File: src/sv/assert_macros.svh
// Assertion macros shared by the pulse length word decoder RTL.
`ifndef ASSERT_MACROS_SVH
`define ASSERT_MACROS_SVH

// Check a condition at every clock edge outside reset.
`define PLWD_ASSERT(name, cond, msg) \
   name: assert property (@(posedge clock) disable iff (reset) (cond)) \
      else $error(msg);

// Check that an antecedent implies a consequent in the same cycle.
`define PLWD_ASSERT_IMPL(name, ante, cons, msg) \
   name: assert property (@(posedge clock) disable iff (reset) (ante) |-> (cons)) \
      else $error(msg);

// Check that an antecedent implies a consequent in the next cycle.
`define PLWD_ASSERT_NEXT(name, ante, cons, msg) \
   name: assert property (@(posedge clock) disable iff (reset) (ante) |=> (cons)) \
      else $error(msg);

`endif

File: src/sv/plwd_pkg.sv
// Shared types, constants and helpers of the pulse length word decoder.
`default_nettype none
package plwd_pkg;

   localparam int WORD_BITS_DEFAULT         = 45;
   localparam int FULL_PERIOD_UNITS_DEFAULT = 64;

   localparam int UNIT_TICKS_W    = 10;
   localparam int TOLERANCE_W     = 5;
   localparam int PULSE_W         = 16;
   localparam int UNITS_W         = 10;
   localparam int BOUND_W         = UNIT_TICKS_W + UNITS_W;
   localparam int COUNT_W         = 6;
   localparam int FIELD_SPAN      = 64;
   localparam int CSR_ADDR_W      = 3;
   localparam int CSR_DATA_W      = 32;
   localparam int REQ_TDATA_W     = 16;
   localparam int RSP_TDATA_W     = 56;

   localparam logic [UNIT_TICKS_W-1:0] UNIT_TICKS_RESET = 10'd192;
   localparam logic [TOLERANCE_W-1:0]  TOLERANCE_RESET  = 5'd8;

   // register indexes on the configuration port
   localparam logic REG_UNIT_TICKS = 1'b0;
   localparam logic REG_TOLERANCE  = 1'b1;

   // pulse windows, tried in this order on pulses other than a word start
   localparam int WIN_FULL     = 0;
   localparam int WIN_ONE_HALF = 1;
   localparam int WIN_DOUBLE   = 2;
   localparam int WIN_TRIPLE   = 3;
   localparam int NUM_WINDOWS  = 4;

   // field positions in the word buffer
   localparam int ROW_STRIDE    = 9;
   localparam int ROW_CHECK_POS = 8;
   localparam int COL_FIRST     = 36;
   localparam int STOP_POS      = 44;

   typedef struct packed {
      logic [BOUND_W-1:0] lo;
      logic [BOUND_W-1:0] hi;
   } win_bounds_type;

   typedef struct packed {
      logic [31:0]        data_word;
      logic [3:0]         row_parities;
      logic [7:0]         column_parities;
      logic               stop_bit;
      logic [COUNT_W-1:0] bit_count;
      logic               word_complete;
   } result_type;

   // nominal length of a window in carrier units
   function automatic int win_units(input int full, input int win);
      int units;
      begin
         units = full;
         case (win)
            WIN_FULL:     units = full;
            WIN_ONE_HALF: units = 3 * (full / 2);
            WIN_DOUBLE:   units = 2 * full;
            WIN_TRIPLE:   units = 3 * full;
            default:      units = full;
         endcase
         return units;
      end
   endfunction

endpackage
`default_nettype wire

File: src/sv/plwd_csr.sv
// Configuration registers and registered pulse window bounds.
`default_nettype none
module plwd_csr #(
   parameter int FULL_PERIOD_UNITS = plwd_pkg::FULL_PERIOD_UNITS_DEFAULT
) (
   input  wire logic                                   clock,
   input  wire logic                                   reset,
   input  wire logic                                   csr_psel,
   input  wire logic                                   csr_penable,
   input  wire logic                                   csr_pwrite,
   input  wire logic [plwd_pkg::CSR_ADDR_W-1:0]        csr_paddr,
   input  wire logic [plwd_pkg::CSR_DATA_W-1:0]        csr_pwdata,
   output      logic [plwd_pkg::CSR_DATA_W-1:0]        csr_prdata,
   output      logic                                   csr_pready,
   output      plwd_pkg::win_bounds_type [plwd_pkg::NUM_WINDOWS-1:0] bounds
);
   import plwd_pkg::*;

   logic [UNIT_TICKS_W-1:0] unit_ticks_ff;
   logic [TOLERANCE_W-1:0]  tolerance_ff;
   logic                    wr_en;
   logic                    reg_sel;
   win_bounds_type [NUM_WINDOWS-1:0] bounds_ff;
   win_bounds_type [NUM_WINDOWS-1:0] bounds_in;

   assign csr_pready = 1'b1;
   assign wr_en      = csr_psel & csr_penable & csr_pwrite & csr_pready;
   assign reg_sel    = csr_paddr[2];

   always_ff @(posedge clock) begin
      if (reset) begin
         unit_ticks_ff <= UNIT_TICKS_RESET;
         tolerance_ff  <= TOLERANCE_RESET;
      end else if (wr_en) begin
         case (reg_sel)
            REG_UNIT_TICKS: unit_ticks_ff <= csr_pwdata[UNIT_TICKS_W-1:0];
            REG_TOLERANCE:  tolerance_ff  <= csr_pwdata[TOLERANCE_W-1:0];
            default:        ;
         endcase
      end
   end

   always_comb begin
      case (reg_sel)
         REG_UNIT_TICKS: csr_prdata = CSR_DATA_W'(unit_ticks_ff);
         REG_TOLERANCE:  csr_prdata = CSR_DATA_W'(tolerance_ff);
         default:        csr_prdata = '0;
      endcase
   end

   // one multiplier per bound, registered; lower bound clamps at zero
   for (genvar w = 0; w < NUM_WINDOWS; w++) begin : g_win
      localparam logic [UNITS_W:0] UNITS = (UNITS_W + 1)'(win_units(FULL_PERIOD_UNITS, w));
      logic [UNITS_W:0] diff;
      logic [UNITS_W:0] sum;
      always_comb begin
         diff = UNITS - (UNITS_W + 1)'(tolerance_ff);
         sum  = UNITS + (UNITS_W + 1)'(tolerance_ff);
         bounds_in[w].hi = BOUND_W'(unit_ticks_ff) * BOUND_W'(sum[UNITS_W-1:0]);
         if (diff[UNITS_W])
            bounds_in[w].lo = '0;
         else
            bounds_in[w].lo = BOUND_W'(unit_ticks_ff) * BOUND_W'(diff[UNITS_W-1:0]);
      end
   end

   always_ff @(posedge clock) begin
      bounds_ff <= bounds_in;
   end

   assign bounds = bounds_ff;

endmodule
`default_nettype wire

File: src/sv/plwd_core.sv
// Input register, pulse classification, word buffer and result register.
`default_nettype none
`include "assert_macros.svh"
module plwd_core #(
   parameter int WORD_BITS = plwd_pkg::WORD_BITS_DEFAULT
) (
   input  wire logic                                   clock,
   input  wire logic                                   reset,
   input  wire plwd_pkg::win_bounds_type [plwd_pkg::NUM_WINDOWS-1:0] bounds,
   input  wire logic                                   in_valid,
   output      logic                                   in_ready,
   input  wire logic [plwd_pkg::PULSE_W-1:0]           in_pulse_length,
   input  wire logic                                   in_word_start,
   output      logic                                   out_valid,
   input  wire logic                                   out_ready,
   output      plwd_pkg::result_type                   out_result
);
   import plwd_pkg::*;

   localparam int BUF_DEPTH = WORD_BITS + 2;
   localparam int IDX_W     = $clog2(BUF_DEPTH + 1);

   // input register
   logic                s1_valid_ff;
   logic [PULSE_W-1:0]  s1_pulse_ff;
   logic                s1_start_ff;
   logic                s1_go;
   logic                out_free;

   // word state
   logic [BUF_DEPTH-1:0] buf_ff,  buf_in;
   logic [IDX_W-1:0]     idx_ff,  idx_in;
   logic                 tog_ff,  tog_in;
   logic                 last_ff, last_in;

   // result register
   logic       rsp_valid_ff;
   result_type rsp_ff, rsp_in;

   logic [NUM_WINDOWS-1:0] fit;
   logic                   prev;
   logic [1:0]             n_push;
   logic                   b0, b1;
   logic                   clear;
   logic                   emit;
   logic [IDX_W-1:0]       idx_base;
   logic [IDX_W:0]         idx_plus1;
   logic                   st0, st1;
   logic [FIELD_SPAN-1:0]  buf_ext;
   logic [IDX_W-1:0]       cnt;

   assign out_free = ~rsp_valid_ff | out_ready;
   assign s1_go    = s1_valid_ff & out_free;
   assign in_ready = ~s1_valid_ff | out_free;

   always_ff @(posedge clock) begin
      if (reset) begin
         s1_valid_ff <= 1'b0;
      end else if (in_valid & in_ready) begin
         s1_valid_ff <= 1'b1;
      end else if (s1_go) begin
         s1_valid_ff <= 1'b0;
      end
   end

   always_ff @(posedge clock) begin
      if (in_valid & in_ready) begin
         s1_pulse_ff <= in_pulse_length;
         s1_start_ff <= in_word_start;
      end
   end

   for (genvar w = 0; w < NUM_WINDOWS; w++) begin : g_fit
      assign fit[w] = (BOUND_W'(s1_pulse_ff) >= bounds[w].lo)
                    & (BOUND_W'(s1_pulse_ff) <= bounds[w].hi);
   end

   assign prev = (idx_ff == '0) ? 1'b0 : last_ff;

   always_comb begin
      n_push = 2'd0;
      b0     = 1'b0;
      b1     = 1'b0;
      tog_in = tog_ff;
      clear  = 1'b0;
      emit   = 1'b0;
      if (s1_start_ff) begin
         clear  = 1'b1;
         tog_in = 1'b0;
         if (fit[WIN_ONE_HALF]) begin
            n_push = 2'd1;
            b0     = 1'b1;
         end else if (fit[WIN_DOUBLE]) begin
            n_push = 2'd1;
            tog_in = 1'b1;
         end else begin
            n_push = 2'd2;
            b1     = 1'b1;
         end
      end else if (fit[WIN_FULL]) begin
         n_push = 2'd1;
         b0     = prev;
      end else if (fit[WIN_ONE_HALF]) begin
         if (tog_ff) begin
            n_push = 2'd2;
            b0     = prev;
            b1     = ~prev;
            tog_in = 1'b0;
         end else begin
            n_push = 2'd1;
            b0     = ~prev;
            tog_in = 1'b1;
         end
      end else if (fit[WIN_DOUBLE]) begin
         n_push = 2'd2;
         b1     = 1'b1;
      end else if (fit[WIN_TRIPLE]) begin
         emit   = 1'b1;
         clear  = 1'b1;
         tog_in = 1'b0;
      end
   end

   // store up to two bits; drop those past the end of the buffer
   always_comb begin
      idx_base  = clear ? '0 : idx_ff;
      idx_plus1 = {1'b0, idx_base} + (IDX_W + 1)'(1);
      st0       = (n_push != 2'd0) & (idx_base < IDX_W'(BUF_DEPTH));
      st1       = (n_push == 2'd2) & (idx_plus1 < (IDX_W + 1)'(BUF_DEPTH));
      idx_in    = idx_base + IDX_W'(st0) + IDX_W'(st1);
      last_in   = st1 ? b1 : (st0 ? b0 : last_ff);
      buf_in    = clear ? '0 : buf_ff;
      for (int k = 0; k < BUF_DEPTH; k++) begin
         if (st0 && (IDX_W'(k) == idx_base))
            buf_in[k] = b0;
         if (st1 && ((IDX_W + 1)'(k) == idx_plus1))
            buf_in[k] = b1;
      end
   end

   always_ff @(posedge clock) begin
      if (reset) begin
         buf_ff  <= '0;
         idx_ff  <= '0;
         tog_ff  <= 1'b0;
         last_ff <= 1'b0;
      end else if (s1_go) begin
         buf_ff  <= buf_in;
         idx_ff  <= idx_in;
         tog_ff  <= tog_in;
         last_ff <= last_in;
      end
   end

   // unpack the word; positions past the buffer read as zero
   assign buf_ext = FIELD_SPAN'(buf_ff);
   assign cnt     = (idx_ff == '0) ? '0 : idx_ff - IDX_W'(1);

   always_comb begin
      rsp_in = '0;
      for (int r = 0; r < 4; r++) begin
         for (int j = 0; j < 8; j++)
            rsp_in.data_word[31 - 8 * r - j] = buf_ext[ROW_STRIDE * r + j];
         rsp_in.row_parities[3 - r] = buf_ext[ROW_CHECK_POS + ROW_STRIDE * r];
      end
      for (int j = 0; j < 8; j++)
         rsp_in.column_parities[7 - j] = buf_ext[COL_FIRST + j];
      rsp_in.stop_bit      = buf_ext[STOP_POS];
      rsp_in.bit_count     = COUNT_W'(cnt);
      rsp_in.word_complete = (cnt == IDX_W'(WORD_BITS));
   end

   always_ff @(posedge clock) begin
      if (reset) begin
         rsp_valid_ff <= 1'b0;
      end else if (s1_go) begin
         rsp_valid_ff <= emit;
      end else if (out_ready) begin
         rsp_valid_ff <= 1'b0;
      end
   end

   always_ff @(posedge clock) begin
      if (s1_go && emit)
         rsp_ff <= rsp_in;
   end

   assign out_valid  = rsp_valid_ff;
   assign out_result = rsp_ff;

   `PLWD_ASSERT(a_idx_range, idx_ff <= IDX_W'(BUF_DEPTH), "bit index past buffer depth")
   `PLWD_ASSERT_NEXT(a_end_clears, s1_go && emit, idx_ff == '0 && !tog_ff, "word end left state")
   `PLWD_ASSERT_IMPL(a_complete_count, rsp_valid_ff && rsp_ff.word_complete,
                     rsp_ff.bit_count == COUNT_W'(WORD_BITS), "complete flag with wrong count")

endmodule
`default_nettype wire

File: src/sv/pulse_length_word_decoder_top.sv
// Top level of the pulse length word decoder: stream ports and register port.
`default_nettype none
// Decodes a biphase tag answer from measured pulse lengths. Each request
// transaction carries one pulse length in timer ticks and a word-start flag;
// the pulse is classified as 1, 1.5, 2 or 3 bit periods using windows of
// unit_ticks * (nominal +/- tolerance_units) and appends zero to two bits to
// a word buffer. A 3-period pulse without the word-start flag ends the
// word and produces one response transaction with the four data bytes, row
// and column parities, the stop bit and the bit count; every other pulse
// produces none, and a pulse that fits no window is ignored unless it
// starts a word. Each request is held and decoded in the input register,
// and a response is loaded from there into the response register, which
// drives rsp_tvalid; the block accepts one request per clock while the
// response side is not stalled; a stalled response holds the input
// register, which then holds req_tready low. The window bounds are
// registered multiplier outputs of the configuration registers; write
// configuration only while the block is idle. Register map: 0x0 unit_ticks
// (10 bits, reset 192), 0x4 tolerance_units (5 bits, reset 8).
module pulse_length_word_decoder_top #(
   parameter int WORD_BITS         = plwd_pkg::WORD_BITS_DEFAULT,
   parameter int FULL_PERIOD_UNITS = plwd_pkg::FULL_PERIOD_UNITS_DEFAULT
) (
   input  wire logic                               clock,
   input  wire logic                               reset,
   // request channel
   input  wire logic                               req_tvalid,
   output      logic                               req_tready,
   input  wire logic [plwd_pkg::REQ_TDATA_W-1:0]   req_tdata,  // [15:0] pulse_length
   input  wire logic                               req_tuser,  // [0] word_start
   // response channel
   output      logic                               rsp_tvalid,
   input  wire logic                               rsp_tready,
   // [31:0] data_word, [35:32] row_parities, [43:36] column_parities,
   // [44] stop_bit, [50:45] bit_count, [55:51] zero
   output      logic [plwd_pkg::RSP_TDATA_W-1:0]   rsp_tdata,
   output      logic                               rsp_tuser,  // [0] word_complete
   // register port
   input  wire logic                               csr_psel,
   input  wire logic                               csr_penable,
   input  wire logic                               csr_pwrite,
   input  wire logic [plwd_pkg::CSR_ADDR_W-1:0]    csr_paddr,
   input  wire logic [plwd_pkg::CSR_DATA_W-1:0]    csr_pwdata,
   output      logic [plwd_pkg::CSR_DATA_W-1:0]    csr_prdata,
   output      logic                               csr_pready
);
   import plwd_pkg::*;

   localparam int PAD_W = RSP_TDATA_W - 32 - 4 - 8 - 1 - COUNT_W;

   win_bounds_type [NUM_WINDOWS-1:0] bounds;
   result_type                       result;

   // registers and window bounds
   plwd_csr #(
      .FULL_PERIOD_UNITS (FULL_PERIOD_UNITS)
   ) u_csr (
      .clock       (clock),
      .reset       (reset),
      .csr_psel    (csr_psel),
      .csr_penable (csr_penable),
      .csr_pwrite  (csr_pwrite),
      .csr_paddr   (csr_paddr),
      .csr_pwdata  (csr_pwdata),
      .csr_prdata  (csr_prdata),
      .csr_pready  (csr_pready),
      .bounds      (bounds)
   );

   // classification, word buffer and response register
   plwd_core #(
      .WORD_BITS (WORD_BITS)
   ) u_core (
      .clock           (clock),
      .reset           (reset),
      .bounds          (bounds),
      .in_valid        (req_tvalid),
      .in_ready        (req_tready),
      .in_pulse_length (req_tdata[PULSE_W-1:0]),
      .in_word_start   (req_tuser),
      .out_valid       (rsp_tvalid),
      .out_ready       (rsp_tready),
      .out_result      (result)
   );

   // pack the response fields, first field in the lowest bits
   assign rsp_tdata = {{PAD_W{1'b0}}, result.bit_count, result.stop_bit,
                       result.column_parities, result.row_parities, result.data_word};
   assign rsp_tuser = result.word_complete;

endmodule
`default_nettype wire

File: config.mk
export PLATFORM = sky130hd
export DESIGN_NAME = pulse_length_word_decoder_top
export DESIGN_NICKNAME = d
export VERILOG_FILES = /design/src/sv/plwd_pkg.sv /design/src/sv/plwd_csr.sv /design/src/sv/plwd_core.sv /design/src/sv/pulse_length_word_decoder_top.sv
export VERILOG_INCLUDE_DIRS = /design/src /design/src/sv
export SDC_FILE = /design/constraint.sdc
export NUM_CORES = 1
export LEC_CHECK = 0
export BUFFER_PORTS_ARGS = -buffer_cell sky130_fd_sc_hd__buf_2
export CORE_ASPECT_RATIO = 2
export CORE_MARGIN = 5
export CORE_UTILIZATION = 64
export CTS_CLUSTER_SIZE = 14
export DETAILED_ROUTE_END_ITERATION = 7
export PLACE_DENSITY_LB_ADDON = 0.25
export SETUP_SLACK_MARGIN = 0.05
export SKIP_CTS_REPAIR_TIMING = 1
export SLEW_MARGIN = 20
export SYNTH_ARGS = -nofsm -noshare
export SYNTH_HDL_FRONTEND = slang
export SYNTH_HIERARCHICAL = 1
export SYNTH_SLANG_ARGS = --single-unit
export TNS_END_PERCENT = 5
File: constraint.sdc
create_clock -name clock -period 7.2 [get_ports clock]
set_clock_uncertainty 0.05 [all_clocks]
set_input_delay 1.08 -clock clock [delete_from_list [all_inputs] [get_ports clock]]
set_output_delay 1.08 -clock clock [all_outputs]
set_load 0.05 [all_outputs]
==> flow_summary.yaml, run 1 <==
placement:
  place_inst: 3602
  post-dp-hpwl_um: 68400
  port_buffers: 98
  gp_congestion: 1.02
floorplan:
  coreArea_um2: 42400
  die_w_um: 156
  initial_utilization_pct: 64.3
  die_area_um2: 47100
  rows: 107
  die_h_um: 302
  num_io_pins: 151
timing:
  report.final.hold_viol_count: 0
  slew_headroom_pct: 25.1
  fin_setup_tns_ns: 0
  setup_viol: 0
  worstMarginPinSlew_ns: 1.12
  slew_viol_final: 0
  rsz0062_at_grt: "no"
  fin_crit_sh_pct: 90.8
  fmax_mhz: 153
  period_minus_slack_ns: 6.54
power_and_ir_drop:
  clockPowerShare_pct: 29.2
  power_frac_seq_pct: 34.9
  p_int_mw: 3.10
  switching_share_pct: 36.9
  leakagePower_nw: 14.7
  pwr-share-comb_pct: 36.0
  ir_drop_uv: 201
  powerDensity_nw_per_um2: 169
  p_sw_mw: 1.81
detailed_routing:
  wl_per_cell_um: 22.7
  drc_errors: 0
  first_pass_iters: 7
  vias: 22200
  wirelength_um: 82900
  ant_nets: 0
  drt_iter0_drc: 1252
  avgViaCountPerCell: 6.09
yosys:
  synth_common_cells: "511 x inv_1, 433 x ha_1, 216 x nand2_1, 214 x fa_1, 189 x dfxtp_1"
  synthDistinctLibCells: 105
  synth.most_common_cell: "inv_1"
  synth_edf_count: 69
  synthAdderAreaFrac_pct: 35.6
  synthXorXnorAreaFrac_pct: 3.53
  async_flop_share_pct: 0
  yosysTopAreaCell: "ha_1"
  syn_area_um2: 27300
  yosysTopAreaCellShare_pct: 19.8
  synth_area_leaders: "ha_1 20%, fa_1 16%, dfxtp_1 14%"
  synth_seq_area_share_pct: 21.4
  ys.flop_type: "dfxtp_1"
  yosys.area_share.simple_pct: 12.6
  muxShareOfSynthArea_pct: 0.921
  synth_compound_area_share_pct: 15.6
  synth_top_family_by_area: "adder cells"
  ys_seq_elements: 258
  syn_area_per_cell_um2: 9.03
  postSynthCellCount: 3024
  ys.warnings.count: 6
global_routing:
  antenna_found_initial: 1
  global_route.usage.met1_pct: 31.7
  track_usage_pct: 35.6
  grt_pass1_wl_um: 129000
  grt_pass1_vias: 24300
  top_usage_layer: "met2"
  grt_max_degree: 53
  grt_overflow: 0
  met2_usage_pct: 65.2
  use_met3_pct: 4.58
hold_path:
  whs_path_depth: 0
  hold_path_class: "flip-flop to flip-flop"
  min_from: "u_core/buf_ff[35]$_SDFFE_PP0P_"
  whs_endpoint: "u_core/out_result[16]$_DFFE_PP_"
outcome:
  status: "finished clean"
worst_setup_path:
  worstSetupPathType: "flip-flop to flip-flop"
  cpMostUsedCell: "fa_1"
  worstRegToRegCells: 20
  slowest_stage: "fa_1"
  cpPeakStageDelay_ns: 0.60
  cp-end-kind: "flip-flop"
  reg2reg_setup_slack_ns: 0.66
  crit_required_ns: 7.58
  cp.arrival_ns: 6.92
  crit_fanout: 14
  path_delay_family: "adder cells"
  r2r_end: "u_csr/bounds[155]$_DFF_P_"
  path_buf_inv: 5
  cp_cell_sequence: "inv_1 -> ha_1 -> xnor2_1 -> buf_4 -> nand2_1 -> fa_1 -> inv_1 -> fa_1 -> fa_1 -> inv_1 -> fa_1 -> fa_1 -> inv_1 -> ha_1 -> a21o_1 -> a21o_1 -> a31oi_1 -> o311ai_4 -> and4b_1 -> or4_1"
  cp-start-kind: "flip-flop"
  r2r_start: "u_csr/tolerance_ff[0]$_SDFFE_PP0P_"
cts:
  tritoncts: "built"
  worst_skew_pair.late_latency_ns: 0.58
  cts_sinks: 258
  clock_path_buffers: 3
  cts_buffers: 26
  clk_pin_slew_ns: 0.06
  htree_levels: 1
  clockRootBuffer: "clkbuf_16"
cells_and_area:
  final_cells: 3649
  fill_cells: 3464
  drive_above_1_share_pct: 8.05
  final_util_pct: 68.4
  syn_to_final_growth_pct: 6.38
  fin_nets: 3791
  antenna_cells: 0
flow_run:
  cap_violations: 0
metal layers:
layer / part of all wire, % / wire length (um)
met1: 30 / 25200
met3: 4.8 / 4000
met4: 13 / 10700
met2: 52 / 42900
met5: 0.031 / 26
sequential cells by signal (all words and copies together) (netlist names), 5 cells and up:
signal               count
u_core/s1_pulse_ff      16
u_core/idx_ff            6
u_csr/unit_ticks_ff     10
u_csr/bounds           119
u_core/out_result       52
u_csr/tolerance_ff       5
u_core/buf_ff           45
cells by family (layout without fill, tap and decap cells):
kind of cell    Yosys count  count (layout)
simple gates            688             688
buf+inv                 668             714
fa+ha+maj               650             650
compound gates          623             623
flops                   258             258
xor+xnor                110             110
mux                      24              24
other cells               3              37
cell type report:
cell class	count	area [um^2]	share of cell area, %
Multi-Input combinational cell	2132	18800	64.7
Sequential cell	258	5860	20.2
Inverter	512	1920	6.62
Timing Repair Buffer	155	918	3.16
Clock buffer	33	687	2.37
Tap cell	545	682	2.35
Clock inverter	14	193	0.663
power by group through the flow:
stage	Clock, mW	Sequential, mW	Combinational, mW
6_report	1.43	1.71	1.77
5_1_grt	1.51	1.72	1.98
4_1_cts	1.45	1.71	1.75
3_5_place_dp	0	1.74	1.73
3_3_place_gp	0	1.74	1.67
2_1_floorplan	0	1.73	1.25
worst max-delay path by stage:
stage	startpoint	endpoint	slack [ns]	cells past startpoint
floorplan	u_csr/tolerance_ff[0]$_SDFFE_PP0P_	u_csr/bounds[155]$_DFF_P_	0.95	20
global placement	u_csr/tolerance_ff[0]$_SDFFE_PP0P_	u_csr/bounds[155]$_DFF_P_	0.79	20
detailed placement	u_csr/tolerance_ff[0]$_SDFFE_PP0P_	u_csr/bounds[155]$_DFF_P_	0.69	20
CTS	u_csr/tolerance_ff[0]$_SDFFE_PP0P_	u_csr/bounds[155]$_DFF_P_	0.67	20
global route	u_csr/tolerance_ff[0]$_SDFFE_PP0P_	u_csr/bounds[155]$_DFF_P_	0.25	20
finish	u_csr/tolerance_ff[0]$_SDFFE_PP0P_	u_csr/bounds[155]$_DFF_P_	0.66	20
through the flow:
stage / cell area (um^2) / worst slack [ns] / total power [mW] / hold WS (ns)
final: 29000 / 0.659 / 4.91 / 0.378
after global routing: 29000 / 0.252 / 5.22 / 0.391
after CTS: 29000 / 0.674 / 4.91 / 0.381
after detailed placement: 28200 / 0.689 / 3.47 / 0.363
after global placement: 28200 / 0.792 / 3.41 / 0.367
after floorplan: 27400 / 0.949 / 2.98 / 0.349
worst register-to-register path, cell delays in order (launching register included):
cell	delay, ns
dfxtp_1	0.59
inv_1	0.15
ha_1	0.35
xnor2_1	0.17
buf_4	0.19
nand2_1	0.09
fa_1	0.60
inv_1	0.16
fa_1	0.55
fa_1	0.56
inv_1	0.05
fa_1	0.48
fa_1	0.51
inv_1	0.04
ha_1	0.32
a21o_1	0.18
a21o_1	0.23
a31oi_1	0.28
o311ai_4	0.14
and4b_1	0.20
or4_1	0.52
cell usage in the layout, fill, tap and decap left out, drive strengths merged, types with 11 or more instances in the layout:
master and count:
inv 515, ha 433, nand2 216, fa 214
dfxtp 189, a21oi 188, buf 155, nor2 134
o21ai 106, xnor2 76, edfxtp 69, and2 67
nor3 50, a21o 44, nand3 40, conb 37
xor2 34, clkbuf 33, nor2b 30, o21a 29
and3 28, a211oi 24, a31oi 23, nand4 21
nand2b 21, o21bai 20, o221ai 19, a311oi 19
or3 17, mux2i 15, o31ai 13, o211ai 12
nor4 12, or4 12, o311ai 11
Power figures use the tool's default switching activity.
==> run 2, diff against run 1 <==
--- a/config.mk
+++ b/config.mk
@@ -9,10 +9,11 @@
 export BUFFER_PORTS_ARGS = -buffer_cell sky130_fd_sc_hd__buf_2
 export CORE_ASPECT_RATIO = 2
 export CORE_MARGIN = 5
-export CORE_UTILIZATION = 64
+export CORE_UTILIZATION = 65
+export CTS_BUF_LIST = sky130_fd_sc_hd__clkbuf_2
 export CTS_CLUSTER_SIZE = 14
 export DETAILED_ROUTE_END_ITERATION = 7
-export PLACE_DENSITY_LB_ADDON = 0.25
+export PLACE_DENSITY = 0.85
 export SETUP_SLACK_MARGIN = 0.05
 export SKIP_CTS_REPAIR_TIMING = 1
 export SLEW_MARGIN = 20
==> flow_summary.yaml, run 2 (same netlist as run 1, synthesis figures left out) <==
worst_setup_path:
  path_buf_inv: 0
  cpPeakStageDelay_ns: 0.85
  worstSetupPathType: "flip-flop to flip-flop"
  reg2reg_setup_slack_ns: 0.64
  cpMostUsedCell: "nor2_1"
  path_delay_family: "simple AND/OR/NAND/NOR gates"
  cp-end-kind: "flip-flop"
  r2r_start: "u_core/s1_pulse_ff[14]$_DFFE_PP_"
  crit_fanout: 18
  slowest_stage: "or4_1"
  worstRegToRegCells: 15
  cp-start-kind: "flip-flop"
  cp_cell_sequence: "ha_1 -> nand4_1 -> or4b_1 -> o31a_1 -> a211o_1 -> o41ai_4 -> nor2_1 -> ha_1 -> and3_1 -> nor2_1 -> nor2_1 -> or4_1 -> nor3_2 -> a21oi_1 -> a211oi_1"
  r2r_end: "u_core/buf_ff[40]$_SDFFE_PP0P_"
  cp.arrival_ns: 7.41
  crit_required_ns: 8.05
detailed_routing:
  avgViaCountPerCell: 6.27
  drt_iter0_drc: 1335
  drc_errors: 0
  first_pass_iters: 5
  wl_per_cell_um: 22.9
  ant_nets: 0
  wirelength_um: 84500
  vias: 23200
hold_path:
  whs_path_depth: 1
  min_from: "req_tdata[11]"
  whs_endpoint: "u_core/s1_pulse_ff[11]$_DFFE_PP_"
  hold_path_class: "input pin to flip-flop"
cells_and_area:
  final_common_cell: "inv_1"
  drive_above_1_share_pct: 9.45
  fill_cells: 3305
  fin_nets: 3816
  largest_reg_flops: 119
  syn_to_final_growth_pct: 5.25
  final_cell_mix: "510 x inv_1, 433 x ha_1, 216 x nand2_1"
cts:
  clockRootBuffer: "clkbuf_2"
  clock_path_buffers: 3
  cts_sinks: 258
  worst_skew_pair.late_latency_ns: 1.01
  tritoncts: "built"
  htree_levels: 2
  clk_pin_slew_ns: 0.14
  cts_buffers: 60
power_and_ir_drop:
  ir_drop_uv: 112
  leakagePower_nw: 14.7
  powerDensity_nw_per_um2: 161
  total_power_mw: 4.62
outcome:
  status: "finished clean"
floorplan:
  coreArea_um2: 41600
  rows: 106
  die_w_um: 155
  num_io_pins: 151
  initial_utilization_pct: 65.6
  die_h_um: 300
  die_area_um2: 46500
placement:
  post-dp-hpwl_um: 66800
  gp_congestion: 1.07
  port_buffers: 98
global_routing:
  antenna_found_initial: 2
  grt_pass1_wl_um: 132000
  grt_overflow: 0
  grt_pass1_vias: 25000
  track_usage_pct: 36.4
  grt_max_degree: 65
timing:
  slew_viol_final: 0
  rsz0062_at_grt: "no"
  setup_viol: 0
  worstMarginPinSlew_ns: 1.14
  period_minus_slack_ns: 6.56
  fin_setup_tns_ns: 0
  fin_crit_sh_pct: 91.2
  slew_headroom_pct: 23.9
  report.final.hold_viol_count: 0
  fmax_mhz: 152
flow_run:
  cap_violations: 0
-- run 2: changes by cell type in the layout (fill, tap and decap cells not counted), sizes merged --
cell,previous run,this run
clkinv,6,19
diode,0,2
inv,515,513
buf,155,146
clkbuf,33,82
-- run 2: worst reg2reg max path: stages, from the launching register on --
cell and delay [ns]:
edfxtp_1 0.77, ha_1 0.49, nand4_1 0.16, or4b_1 0.54
o31a_1 0.38, a211o_1 0.40, o41ai_4 0.63, nor2_1 0.22
ha_1 0.40, and3_1 0.35, nor2_1 0.19, nor2_1 0.06
or4_1 0.85, nor3_2 0.53, a21oi_1 0.13, a211oi_1 0.28
-- run 2: worst max-delay path by stage --
| stage | endpoint | cells past startpoint | from | slack, ns |
|---|---|---|---|---|
| 2_1_floorplan | u_csr/bounds[155]$_DFF_P_ | 20 | u_csr/tolerance_ff[0]$_SDFFE_PP0P_ | 0.95 |
| 3_3_place_gp | u_csr/bounds[155]$_DFF_P_ | 19 | u_csr/tolerance_ff[4]$_SDFFE_PP0P_ | 0.88 |
| 3_5_place_dp | u_csr/bounds[155]$_DFF_P_ | 19 | u_csr/tolerance_ff[4]$_SDFFE_PP0P_ | 0.80 |
| 4_1_cts | u_csr/bounds[155]$_DFF_P_ | 19 | u_csr/tolerance_ff[4]$_SDFFE_PP0P_ | 0.79 |
| 5_1_grt | u_core/buf_ff[40]$_SDFFE_PP0P_ | 15 | u_core/s1_pulse_ff[14]$_DFFE_PP_ | 0.38 |
| 6_report | u_core/buf_ff[40]$_SDFFE_PP0P_ | 15 | u_core/s1_pulse_ff[14]$_DFFE_PP_ | 0.64 |
-- run 2: power breakdown --
part	internal (mW)	leakage [nW]	total (mW)	switching (mW)
logic	0.645	12.0	1.79	1.15
registers	1.63	2.21	1.71	0.0792
clock network	0.465	0.452	1.11	0.647
total	2.74	14.7	4.62	1.88
-- run 2: layout make-up --
cell class                 instances  area (um^2)  area share, %
multi-input combinational       2132        18800           65.4
sequential                       258         5860           20.4
inverter                         512         1920           6.69
timing repair buffer             146          851           2.96
tap                              540          676           2.35
clock buffer                      82          410           1.43
clock inverter                    25          224          0.779
antenna                            2         5.00         0.0174
-- run 2: through the flow --
stage                     cells  utilization [%]  setup slack (ns)  area [um^2]  hold slack, ns
after floorplan            3058                -             0.949        27400           0.349
after global placement     3588             67.4             0.879        28100           0.360
after detailed placement   3588             67.4             0.798        28100           0.368
after CTS                  3695             69.0             0.794        28700           0.113
after global routing       3697             69.0             0.383        28700           0.117
final                      3697             69.0             0.637        28700           0.178
-- run 2: per-layer routing --
layer / global-route usage (%) / vias to the layer above / routed length (um) / part of all wire (%)
met3: 7.13 / 579 / 5790 / 6.9
met5: 0 / - / 0 / 0
met1: 32.7 / 10900 / 25100 / 30
li1: - / 10400 / - / -
met2: 65.2 / 1207 / 43000 / 51
met4: 36.1 / 0 / 10600 / 13
